--- config.mk ---
export PLATFORM = sky130hd
export DESIGN_NAME = tlb_lookup_with_lru_counters
export DESIGN_NICKNAME = d
export VERILOG_FILES = /design/src/sv/tlbl_pkg.sv /design/src/sv/tlbl_entries.sv /design/src/sv/tlb_lookup_with_lru_counters.sv
export VERILOG_INCLUDE_DIRS = /design/src /design/src/sv
export SDC_FILE = /design/constraint.sdc
export NUM_CORES = 1
export LEC_CHECK = 0
export ABC_CLOCK_PERIOD_IN_PS = 6400
export BUFFER_PORTS_ARGS = -buffer_cell sky130_fd_sc_hd__buf_2
export CAP_MARGIN = 15
export CELL_PAD_IN_SITES_DETAIL_PLACEMENT = 0
export CELL_PAD_IN_SITES_GLOBAL_PLACEMENT = 1
export CORE_MARGIN = 4
export CORE_UTILIZATION = 45
export DETAILED_ROUTE_END_ITERATION = 10
export GPL_ROUTABILITY_DRIVEN = 0
export PLACE_DENSITY_LB_ADDON = 0.12
export SYNTH_ARGS = -nofsm -noshare
export SYNTH_HDL_FRONTEND = slang
export SYNTH_SLANG_ARGS = --single-unit
--- constraint.sdc ---
create_clock -name clk -period 6.4 [get_ports clk]
set_clock_uncertainty 0.2 [all_clocks]
set_input_delay 1.28 -clock clk [delete_from_list [all_inputs] [get_ports clk]]
set_output_delay 1.28 -clock clk [all_outputs]
set_load 0.01 [all_outputs]
--- src/sv/tlb_lookup_with_lru_counters_assert.svh ---
// ---------------------------------------------------------------------------
// Assertion macros for the translation buffer
// Shorthand for clocked, reset-qualified assertions.
// ---------------------------------------------------------------------------
`ifndef TLB_LOOKUP_WITH_LRU_COUNTERS_ASSERT_SVH
`define TLB_LOOKUP_WITH_LRU_COUNTERS_ASSERT_SVH

// Consequent must hold in the same cycle as the antecedent.
`define TLBL_ASSERT_SAME(label, clk, rst_n, ante, cons) \
    label: assert property (@(posedge clk) disable iff (!rst_n) (ante) |-> (cons)) \
        else $error("tlbl: same-cycle check failed");

// Consequent must hold in the cycle after the antecedent.
`define TLBL_ASSERT_NEXT(label, clk, rst_n, ante, cons) \
    label: assert property (@(posedge clk) disable iff (!rst_n) (ante) |=> (cons)) \
        else $error("tlbl: next-cycle check failed");

`endif

--- src/sv/tlbl_pkg.sv ---
// ---------------------------------------------------------------------------
// tlbl_pkg
// Item types, field widths and codes shared by the translation buffer.
// ---------------------------------------------------------------------------
`default_nettype none

package tlbl_pkg;

    localparam int VA_W    = 28;
    localparam int TAG_LSB = 9;
    localparam int TAG_W   = 19;
    localparam int FRAME_W = 19;
    localparam int AGE_W   = 2;

    localparam logic [AGE_W-1:0] AGE_MAX  = 2'd3;
    localparam logic [AGE_W-1:0] AGE_ZERO = 2'd0;

    localparam logic FUNC_LOOKUP = 1'b0;
    localparam logic FUNC_INSERT = 1'b1;

    typedef struct packed {
        logic               func;
        logic [VA_W-1:0]    virtual_address;
        logic [FRAME_W-1:0] frame_address;
    } req_t;

    typedef struct packed {
        logic               hit;
        logic [FRAME_W-1:0] found_address;
    } rsp_t;

    // Segment and page bits of a virtual address.
    function automatic logic [TAG_W-1:0] get_tag(input logic [VA_W-1:0] va);
        return va[TAG_LSB +: TAG_W];
    endfunction

endpackage

`default_nettype wire

--- src/sv/tlbl_entries.sv ---
// ---------------------------------------------------------------------------
// tlbl_entries
// Entry store with parallel tag compare, victim choice and age update.
// ---------------------------------------------------------------------------
`default_nettype none

`include "tlb_lookup_with_lru_counters_assert.svh"

module tlbl_entries #(
    parameter int NUM_ENTRIES = 4
) (
    input  wire logic          clk,
    input  wire logic          rst_n,
    input  wire logic          go,
    input  wire tlbl_pkg::req_t req,
    output tlbl_pkg::rsp_t     rsp
);

    logic [NUM_ENTRIES-1:0]            valid_reg;
    logic [NUM_ENTRIES-1:0]            valid_next;
    logic [tlbl_pkg::AGE_W-1:0]        age_reg   [NUM_ENTRIES];
    logic [tlbl_pkg::AGE_W-1:0]        age_next  [NUM_ENTRIES];
    logic [tlbl_pkg::TAG_W-1:0]        tag_reg   [NUM_ENTRIES];
    logic [tlbl_pkg::FRAME_W-1:0]      frame_reg [NUM_ENTRIES];

    logic [tlbl_pkg::TAG_W-1:0]        tag_in;
    logic [NUM_ENTRIES-1:0]            match;
    logic [NUM_ENTRIES-1:0]            hit_oh;
    logic                              any_hit;
    logic [tlbl_pkg::FRAME_W-1:0]      hit_frame;
    logic [tlbl_pkg::AGE_W-1:0]        hit_age;
    logic [NUM_ENTRIES-1:0]            age0_vec;
    logic [NUM_ENTRIES-1:0]            age1_vec;
    logic [NUM_ENTRIES-1:0]            age2_vec;
    logic [NUM_ENTRIES-1:0]            age_nz_vec;
    logic [NUM_ENTRIES-1:0]            age_max_vec;
    logic [NUM_ENTRIES-1:0]            min_oh;
    logic [NUM_ENTRIES-1:0]            ins_oh;
    logic [NUM_ENTRIES-1:0]            wr_en;
    logic                              is_insert;

    // Isolate the lowest set bit.
    function automatic logic [NUM_ENTRIES-1:0] lowest_one(input logic [NUM_ENTRIES-1:0] v);
        return v & (~v + NUM_ENTRIES'(1));
    endfunction

    assign tag_in    = tlbl_pkg::get_tag(req.virtual_address);
    assign is_insert = (req.func == tlbl_pkg::FUNC_INSERT);

    always_comb
    begin
        for (int i = 0; i < NUM_ENTRIES; i++)
        begin
            match[i]       = valid_reg[i] && (tag_reg[i] == tag_in);
            age0_vec[i]    = (age_reg[i] == tlbl_pkg::AGE_ZERO);
            age1_vec[i]    = (age_reg[i] == 2'd1);
            age2_vec[i]    = (age_reg[i] == 2'd2);
            age_nz_vec[i]  = (age_reg[i] != tlbl_pkg::AGE_ZERO);
            age_max_vec[i] = (age_reg[i] == tlbl_pkg::AGE_MAX);
        end
    end

    assign hit_oh  = lowest_one(match);
    assign any_hit = |match;

    // Mux out frame and age of the hit entry.
    always_comb
    begin
        hit_frame = '0;
        hit_age   = '0;
        for (int i = 0; i < NUM_ENTRIES; i++)
        begin
            if (hit_oh[i])
            begin
                hit_frame = hit_frame | frame_reg[i];
                hit_age   = hit_age | age_reg[i];
            end
        end
    end

    // Oldest entry: lowest index among the smallest age level present.
    always_comb
    begin
        if (|age0_vec)
            min_oh = lowest_one(age0_vec);
        else if (|age1_vec)
            min_oh = lowest_one(age1_vec);
        else if (|age2_vec)
            min_oh = lowest_one(age2_vec);
        else
            min_oh = lowest_one(age_max_vec);
    end

    assign ins_oh = (|(~valid_reg)) ? lowest_one(~valid_reg) : min_oh;
    assign wr_en  = (go && is_insert) ? ins_oh : '0;

    always_comb
    begin
        valid_next = valid_reg;
        for (int i = 0; i < NUM_ENTRIES; i++)
            age_next[i] = age_reg[i];

        if (go && is_insert)
        begin
            for (int i = 0; i < NUM_ENTRIES; i++)
            begin
                if (ins_oh[i])
                begin
                    valid_next[i] = 1'b1;
                    age_next[i]   = tlbl_pkg::AGE_MAX;
                end
                else if (valid_reg[i] && age_nz_vec[i])
                begin
                    age_next[i] = age_reg[i] - 2'd1;
                end
            end
        end
        else if (go && any_hit && (hit_age != tlbl_pkg::AGE_MAX))
        begin
            for (int i = 0; i < NUM_ENTRIES; i++)
            begin
                if (hit_oh[i])
                    age_next[i] = tlbl_pkg::AGE_MAX;
                else if (age_nz_vec[i])
                    age_next[i] = age_reg[i] - 2'd1;
            end
        end
    end

    always_comb
    begin
        rsp.hit           = !is_insert && any_hit;
        rsp.found_address = rsp.hit ? hit_frame : '0;
    end

    always_ff @(posedge clk or negedge rst_n)
    begin
        if (!rst_n)
        begin
            valid_reg <= '0;
            for (int i = 0; i < NUM_ENTRIES; i++)
                age_reg[i] <= tlbl_pkg::AGE_ZERO;
        end
        else
        begin
            valid_reg <= valid_next;
            for (int i = 0; i < NUM_ENTRIES; i++)
                age_reg[i] <= age_next[i];
        end
    end

    always_ff @(posedge clk)
    begin
        for (int i = 0; i < NUM_ENTRIES; i++)
        begin
            if (wr_en[i])
            begin
                tag_reg[i]   <= tag_in;
                frame_reg[i] <= req.frame_address;
            end
        end
    end

    `TLBL_ASSERT_SAME(a_free_entry_age_zero, clk, rst_n, 1'b1, ((age_nz_vec & ~valid_reg) == '0))
    `TLBL_ASSERT_SAME(a_insert_one_slot, clk, rst_n, go && is_insert, $onehot(ins_oh))
    `TLBL_ASSERT_NEXT(a_insert_sets_valid, clk, rst_n, go && is_insert,
        ((valid_reg & $past(ins_oh)) == $past(ins_oh)))
    `TLBL_ASSERT_NEXT(a_hit_becomes_youngest, clk, rst_n, go && !is_insert && any_hit,
        ((age_max_vec & $past(hit_oh)) == $past(hit_oh)))

endmodule

`default_nettype wire

--- src/sv/tlb_lookup_with_lru_counters.sv ---
// ---------------------------------------------------------------------------
// tlb_lookup_with_lru_counters
// Fully associative translation buffer with per-entry age counters.
// ---------------------------------------------------------------------------
// Usage:
//   req channel (req_valid / req_stall / req) carries one item: a lookup
//   (func = lookup) or an insert of a new translation (func = insert).
//   rsp channel (rsp_valid / rsp_stall / rsp) returns exactly one item per
//   request: hit and the stored frame on a lookup hit, zeros otherwise.
//   An item is taken into the input register, resolved against all entries
//   (parallel tag compare, victim pick, age update) and lands in the result
//   register, which drives rsp_valid; it moves on once the result
//   register is free or its item is leaving. Throughput is one item per
//   cycle while the receiver does not stall; the entry store is updated in
//   the same edge that loads the result, so the next item already sees it.
//   When the receiver stalls, the result register holds its item and the
//   input register fills; req_stall rises only while both are occupied
//   and the result cannot leave.
//   Reset clears all valid bits and ages and empties both registers; tag
//   and frame contents are only read behind a set valid bit.
// ---------------------------------------------------------------------------
`default_nettype none

module tlb_lookup_with_lru_counters #(
    parameter int NUM_ENTRIES = 4
) (
    input  wire logic      clk,
    input  wire logic      rst_n,
    input  wire logic      req_valid,
    output logic           req_stall,
    input  wire tlbl_pkg::req_t req,
    output logic           rsp_valid,
    input  wire logic      rsp_stall,
    output tlbl_pkg::rsp_t rsp
);

    logic           in_valid_reg;
    logic           in_valid_next;
    tlbl_pkg::req_t in_req_reg;
    logic           out_valid_reg;
    logic           out_valid_next;
    tlbl_pkg::rsp_t out_rsp_reg;
    tlbl_pkg::rsp_t lookup_rsp;
    logic           accept;
    logic           advance;

    // Move the held item forward whenever the result slot is free or leaving.
    assign advance   = in_valid_reg && (!out_valid_reg || !rsp_stall);
    assign req_stall = in_valid_reg && !advance;
    assign accept    = req_valid && !req_stall;

    tlbl_entries #(
        .NUM_ENTRIES (NUM_ENTRIES)
    ) u_entries (
        .clk   (clk),
        .rst_n (rst_n),
        .go    (advance),
        .req   (in_req_reg),
        .rsp   (lookup_rsp)
    );

    always_comb
    begin
        in_valid_next = in_valid_reg;
        if (accept)
            in_valid_next = 1'b1;
        else if (advance)
            in_valid_next = 1'b0;

        out_valid_next = out_valid_reg;
        if (advance)
            out_valid_next = 1'b1;
        else if (!rsp_stall)
            out_valid_next = 1'b0;
    end

    always_ff @(posedge clk or negedge rst_n)
    begin
        if (!rst_n)
        begin
            in_valid_reg  <= 1'b0;
            out_valid_reg <= 1'b0;
        end
        else
        begin
            in_valid_reg  <= in_valid_next;
            out_valid_reg <= out_valid_next;
        end
    end

    // Payload registers: load on handshake, hold otherwise.
    always_ff @(posedge clk)
    begin
        if (accept)
            in_req_reg <= req;
        if (advance)
            out_rsp_reg <= lookup_rsp;
    end

    assign rsp_valid = out_valid_reg;
    assign rsp       = out_rsp_reg;

endmodule

`default_nettype wire
# Word-level counts from Yosys, hierarchy flattened
# Memory sizes are Yosys's and may differ from the RTL's.
# Index checks and enable logic that the tools add are counted.
# word_totals
register_bits,82
mem_bits_rw,152
inputBits,52
output_inout_bits,22
elab_cells,183
n_memories,2
# memory_table
memory,words,width,read_ports,rd_ports_with_merged_regs,wr,line,source
u_entries.frame_reg,4,19,4,0,1,tlbl_entries.sv:24,logic [tlbl_pkg::FRAME_W-1:0] frame_reg [NUM_ENTRIES];
u_entries.tag_reg,4,19,4,0,1,tlbl_entries.sv:23,logic [tlbl_pkg::TAG_W-1:0] tag_reg [NUM_ENTRIES];
# classes
n_addsub,10
n_eq_ne,22
n_mux,61
n_bitwise,19
n_reduce_logical,54
# op_table
cell,n
19-bit 2-to-1 mux,10
19-bit OR reduction,6
19-bit == test,4
19-bit OR,3
2-bit 2-to-1 mux,26
4-bit NOT,7
"4-bit by 1-bit adder with 4-bit output, second input constant",6
4-bit AND,6
4-bit 2-to-1 mux,5
4-bit OR reduction,5
1-bit 2-to-1 mux,18
"2-bit == test, second input constant",8
8-bit 2-to-1 mux,2
1-bit logical AND,15
"3-bit by 2-bit != test with 1-bit output, second input constant",4
3-bit AND reduction,4
2-bit nonzero test,6
3-bit nonzero test,4
"2-bit by 1-bit == test with 1-bit output, second input constant",4
2-bit logical NOT,4
2-bit AND reduction,4
"2-bit by 1-bit subtractor with 2-bit output, second input constant",4
2-bit OR,3
1-bit logical NOT,5
3 further kinds,3

# Logic depth before layout (Yosys ltp)
# depth
depth_word,16
mapped_depth,11
depth_no_buf,11

# Cells and area by module
# From an unflattened synthesis, not the netlist that was laid out.
# hier_totals
cells_unflattened,665
area_unflattened_um2,9854.5
# modules_own_cells
module,n_inst,cells_per_inst,area_each_um2,seq_area_each_um2
tlbl_entries,1,589,7719.9,4864.7
tlb_lookup_with_lru_counters,1,76,2134.5,2092.0

# Worst setup path after synthesis
# No wires, ideal clock.
# synth_timing
path_type,input port to flip-flop
startpoint,in rsp_stall
endpoint,reg u_entries.age_reg[6] (netlist name)
setup_ns,0.079
arrival_ns,4.801
required_ns,6.121
setup_slack_ns,1.319
path_stages,8
n_path_buf,0
cell_sequence,nand2_1 nand2_1 inv_1 nand2_1 a21oi_1 a21oi_1 a211o_2 mux2i_1
# synth_between
elab_chain_cells,7
word_cells_on_any_way,11
classes_between,1 x eq/ne; 1 x mux; 9 x reduce/logical
# synth_rtl
element,line,source
"start, declared",tlb_lookup_with_lru_counters.sv:33,"input wire logic rsp_stall,"
1-bit logical NOT *,--,
1-bit logical OR *,tlb_lookup_with_lru_counters.sv:48,assign advance = in_valid_reg && (!out_valid_reg || !rsp_stall);
1-bit logical AND *,tlb_lookup_with_lru_counters.sv:48,
via advance,tlb_lookup_with_lru_counters.sv:45,logic advance;
1-bit logical AND (2 in series),tlbl_entries.sv:118,else if (go && any_hit && (hit_age != tlbl_pkg::AGE_MAX))
2-bit nonzero test (no source line),--,
3-bit AND reduction (no source line),--,
"end signal, assigned by index",tlbl_entries.sv:142,age_reg[i] <= tlbl_pkg::AGE_ZERO;
"end signal, assigned by index",tlbl_entries.sv:148,age_reg[i] <= age_next[i];
"end, declared",tlbl_entries.sv:21,logic [tlbl_pkg::AGE_W-1:0] age_reg [NUM_ENTRIES];
# The timed path passes the listed nets; every way through them passes the cells marked *.
# A chain may end at the register's enable or synchronous reset.

# Worst setup path after layout
# layout_timing
startpoint,reg u_entries.age_reg[0] (netlist name)
endpoint,reg u_entries.age_reg[3] (netlist name)
# layout_between
elab_chain_cells,8
word_cells_on_any_way,19
classes_between,4 x eq/ne; 7 x mux; 1 x bitwise; 7 x reduce/logical
# layout_rtl
element,line,source
2-bit == test,tlbl_entries.sv:57,age2_vec[i] = (age_reg[i] == 2'd2);
4-bit OR reduction,tlbl_entries.sv:88,else if (|age2_vec)
4-bit 2-to-1 mux,tlbl_entries.sv:88,
4-bit 2-to-1 mux,tlbl_entries.sv:86,else if (|age1_vec)
4-bit 2-to-1 mux,tlbl_entries.sv:84,if (|age0_vec)
4-bit 2-to-1 mux,tlbl_entries.sv:94,assign ins_oh = (|(~valid_reg)) ? lowest_one(~valid_reg) : min_oh;
3-bit by 2-bit != test with 1-bit output (no source line) / 2-bit 2-to-1 mux (equally long branches),--,
3-bit AND reduction (no source line) / 8-bit 2-to-1 mux (equally long branches),--,
# Parallel ways exist; a longest one is shown, timed or not.

==> flow_metrics.tcl <==
set metrics [dict create \
    critPathMaxFanout 26 \
    root_buffer "clkbuf_16" \
    cp.depth 12 \
    dp_hpwl_mm 10.6 \
    start_kind "register" \
    cts_buffers 24 \
    synthesis.area_mm2 0.00898 \
    path_buf_inv 2 \
    period_share_pct 57.6 \
    cts.repair.resized 0 \
    slew_viol_final 0 \
    reg2regPathDepth 12 \
    p_leak_nw 3.56 \
    start_util_pct 46.0 \
    synth_cells 571 \
    fmax_ghz 0.271 \
    setup_viol 0 \
    synth_seq_cells 225 \
    vias_per_cell 5.21 \
    multi_input_area_mm2 0.00224 \
    synth_nets 639 \
    hold_depth 0 \
    cts_hold_buf 0 \
    synth-edff-count 211 \
    crit_path_end_kind "register" \
    coreArea_mm2 0.0195 \
    drt_iter0_markers 318 \
    h-tree-depth 1 \
    drive_gt1_share_pct 18.4 \
    diodes 0 \
    grt_pass1_wl_mm 27.6 \
    final_hold_viol_count 0 \
    drv_cap 0 \
    async_flop_share_pct 6.22 \
    drtPass1Iterations 4 \
    wirelength_mm 17.3 \
    clk_latency_ns 0.51 \
    num-fill-cells 1648 \
    crit_required_ns 6.62 \
    cts_tree "yes" \
    yosysSeqAreaShare_pct 74.4 \
    ys.flop_type "edfxtp_1" \
    tightest_slew_ns 1.11 \
    synth_cell_type_count 51 \
    p_per_area_mw_per_mm2 351 \
    ys_warn_count 0 \
    die_w_um 149 \
    tns_ns 0 \
    max_stage_delay_ns 0.56 \
    report.power.total_mw 3.66 \
    arrival_ns 3.91 \
    antenna_left 0 \
    drc 0 \
    grt_pass1_vias 5063 \
    die_area_mm2 0.0223 \
    max_slew_margin_pct 26.0 \
    worst_ir_drop_vdd_v 0.000250 \
    synth_top_area_share_pct 70.5 \
    outcome "finished, final reports clean" \
    min_period_ns 3.69 \
    worst_path_max_delay_cell "a31oi_4" \
    die_h_um 149 \
    crit_type "register to register" \
    io_pins 74 \
    num_rows 51 \
    synth.area.top_cells "edfxtp_1 71%, xor2_1 4.7%, dfrtp_1 3.9%, xnor2_1 2.7%, a21oi_1 2.5%" \
    wl_per_cell_um 18.5 \
    vias 4876 \
    area_delta_synth_final_pct 16.1 \
    synth_largest_area_cell "edfxtp_1" \
    grtUsageTotal_pct 15.9 \
    syn_avg_cell_area_um2 15.7 \
    grt_max_degree 43 \
    area.sequential_mm2 0.00669 \
    path_clk_slew_ns 0.06 \
    crit_chain "inv_1 -> ha_1 -> nor4b_1 -> nor2_1 -> nor4_1 -> o2111ai_1 -> a31oi_4 -> buf_4 -> a31o_1 -> nor2_1 -> nor4_1 -> a2bb2oi_1" \
    antenna_found_initial 0 \
    cts_sinks 225 \
    fin_nets 720 \
    post_cts_buffers 0 \
    overflow 0 \
    clockBufferDepth 3 \
    min_path_type "register to register" \
    port_buffers 64 \
    path_delay_family "compound AO/OA/AOI/OAI gates" \
    rsz0062_at_grt "no" \
]
==> where the power goes <==
part	internal [mW]	total [mW]	switching, mW
clock network	0.754	1.29	0.532
registers	1.80	1.90	0.0990
logic	0.182	0.474	0.292
total	2.73	3.66	0.923
==> through the flow <==
stage / setup slack [ns] / util [%] / area [um2] / hold slack, ns / std cells
global placement: 2.37 / 49.6 / 9680 / 0.267 / 891
finish: 2.71 / 53.4 / 10400 / 0.291 / 935
floorplan: 1.32 / - / 8980 / 0.259 / 571
detailed placement: 2.31 / 49.6 / 9680 / 0.283 / 891
global route: 2.30 / 53.4 / 10400 / 0.308 / 935
CTS: 2.68 / 53.4 / 10400 / 0.297 / 935
==> cell type report <==
type,count,area share [%]
clock inverter,13,0.948
sequential,225,64.1
tap,265,3.18
multi-input combinational,317,21.5
timing repair buffer,71,3.58
clock buffer,31,6.20
inverter,13,0.468
==> placed cells by master, fill, tap and decap left out, drive strengths merged, types with 13 or more instances in the layout <==
| cell type | count |
|---|---|
| edfxtp | 211 |
| buf | 71 |
| xor2 | 48 |
| a21oi | 44 |
| nor2 | 35 |
| clkbuf | 31 |
| nand2 | 29 |
| xnor2 | 28 |
| a22oi | 21 |
| nor4 | 17 |
| ha | 16 |
| dfrtp | 14 |
| inv | 13 |
==> final timing paths <==
check	from	end	slack, ns
hold / removal	in_req_reg[2]$_DFFE_PP_	u_entries.frame_reg[0][2]$_DFFE_PP_	0.29
hold reg to reg	in_req_reg[2]$_DFFE_PP_	u_entries.frame_reg[0][2]$_DFFE_PP_	0.29
setup reg to reg	u_entries.age_reg[0]$_DFFE_PN0P_	u_entries.age_reg[3]$_DFFE_PN0P_	2.71
setup / recovery	u_entries.age_reg[0]$_DFFE_PN0P_	u_entries.age_reg[3]$_DFFE_PN0P_	2.71
max in group asynchronous	rst_n	u_entries.age_reg[7]$_DFFE_PN0P_	5.25
min in group asynchronous	rst_n	u_entries.valid_reg[3]$_DFFE_PN0P_	0.49
==> layer usage <==
layer  global-route usage, %  routed length, um  vias to the layer above
met5                       0                  0                        -
met3                    2.67                820                       26
met4                    3.66                333                        0
met1                    22.3               7770                     2400
li1                        -                  -                     2335
met2                    26.4               8400                      115
==> worst register-to-register path: stages, from the launching register on <==
cell and delay, ns:
dfrtp_1 0.42, inv_1 0.11, ha_1 0.26, nor4b_1 0.35, nor2_1 0.07, nor4_1 0.17
o2111ai_1 0.20, a31oi_4 0.56, buf_4 0.50, a31o_1 0.22, nor2_1 0.05, nor4_1 0.30
a2bb2oi_1 0.19
==> synth_stat cells (all sizes together) (3+ instances only) <==
| cell type | instances |
|---|---|
| nand2 | 29 |
| xnor2 | 28 |
| xor2 | 48 |
| a2bb2oi | 3 |
| nor2 | 35 |
| nor3 | 4 |
| o2111ai | 4 |
| and3 | 3 |
| a21oi | 44 |
| nand4 | 11 |
| dfrtp | 14 |
| nor4b | 6 |
| a22oi | 21 |
| nor4 | 17 |
| edfxtp | 211 |
| nand3 | 8 |
| clkbuf | 15 |
| a31oi | 5 |
| ha | 16 |
| nand2b | 7 |
| o21ai | 4 |
| inv | 13 |
==> cell families (layout without fill, tap and decap cells) <==
group,Yosys count,in the layout,share of synthesized area (%)
xor+xnor,76,76,7.41
fa+ha+maj,16,16,2.23
flops,225,225,74.4
mux,2,2,0.223
simple gates,127,127,7.30
buf+inv,29,128,1.23
compound gates,96,96,7.20
(Power assumes the default switching activity.)
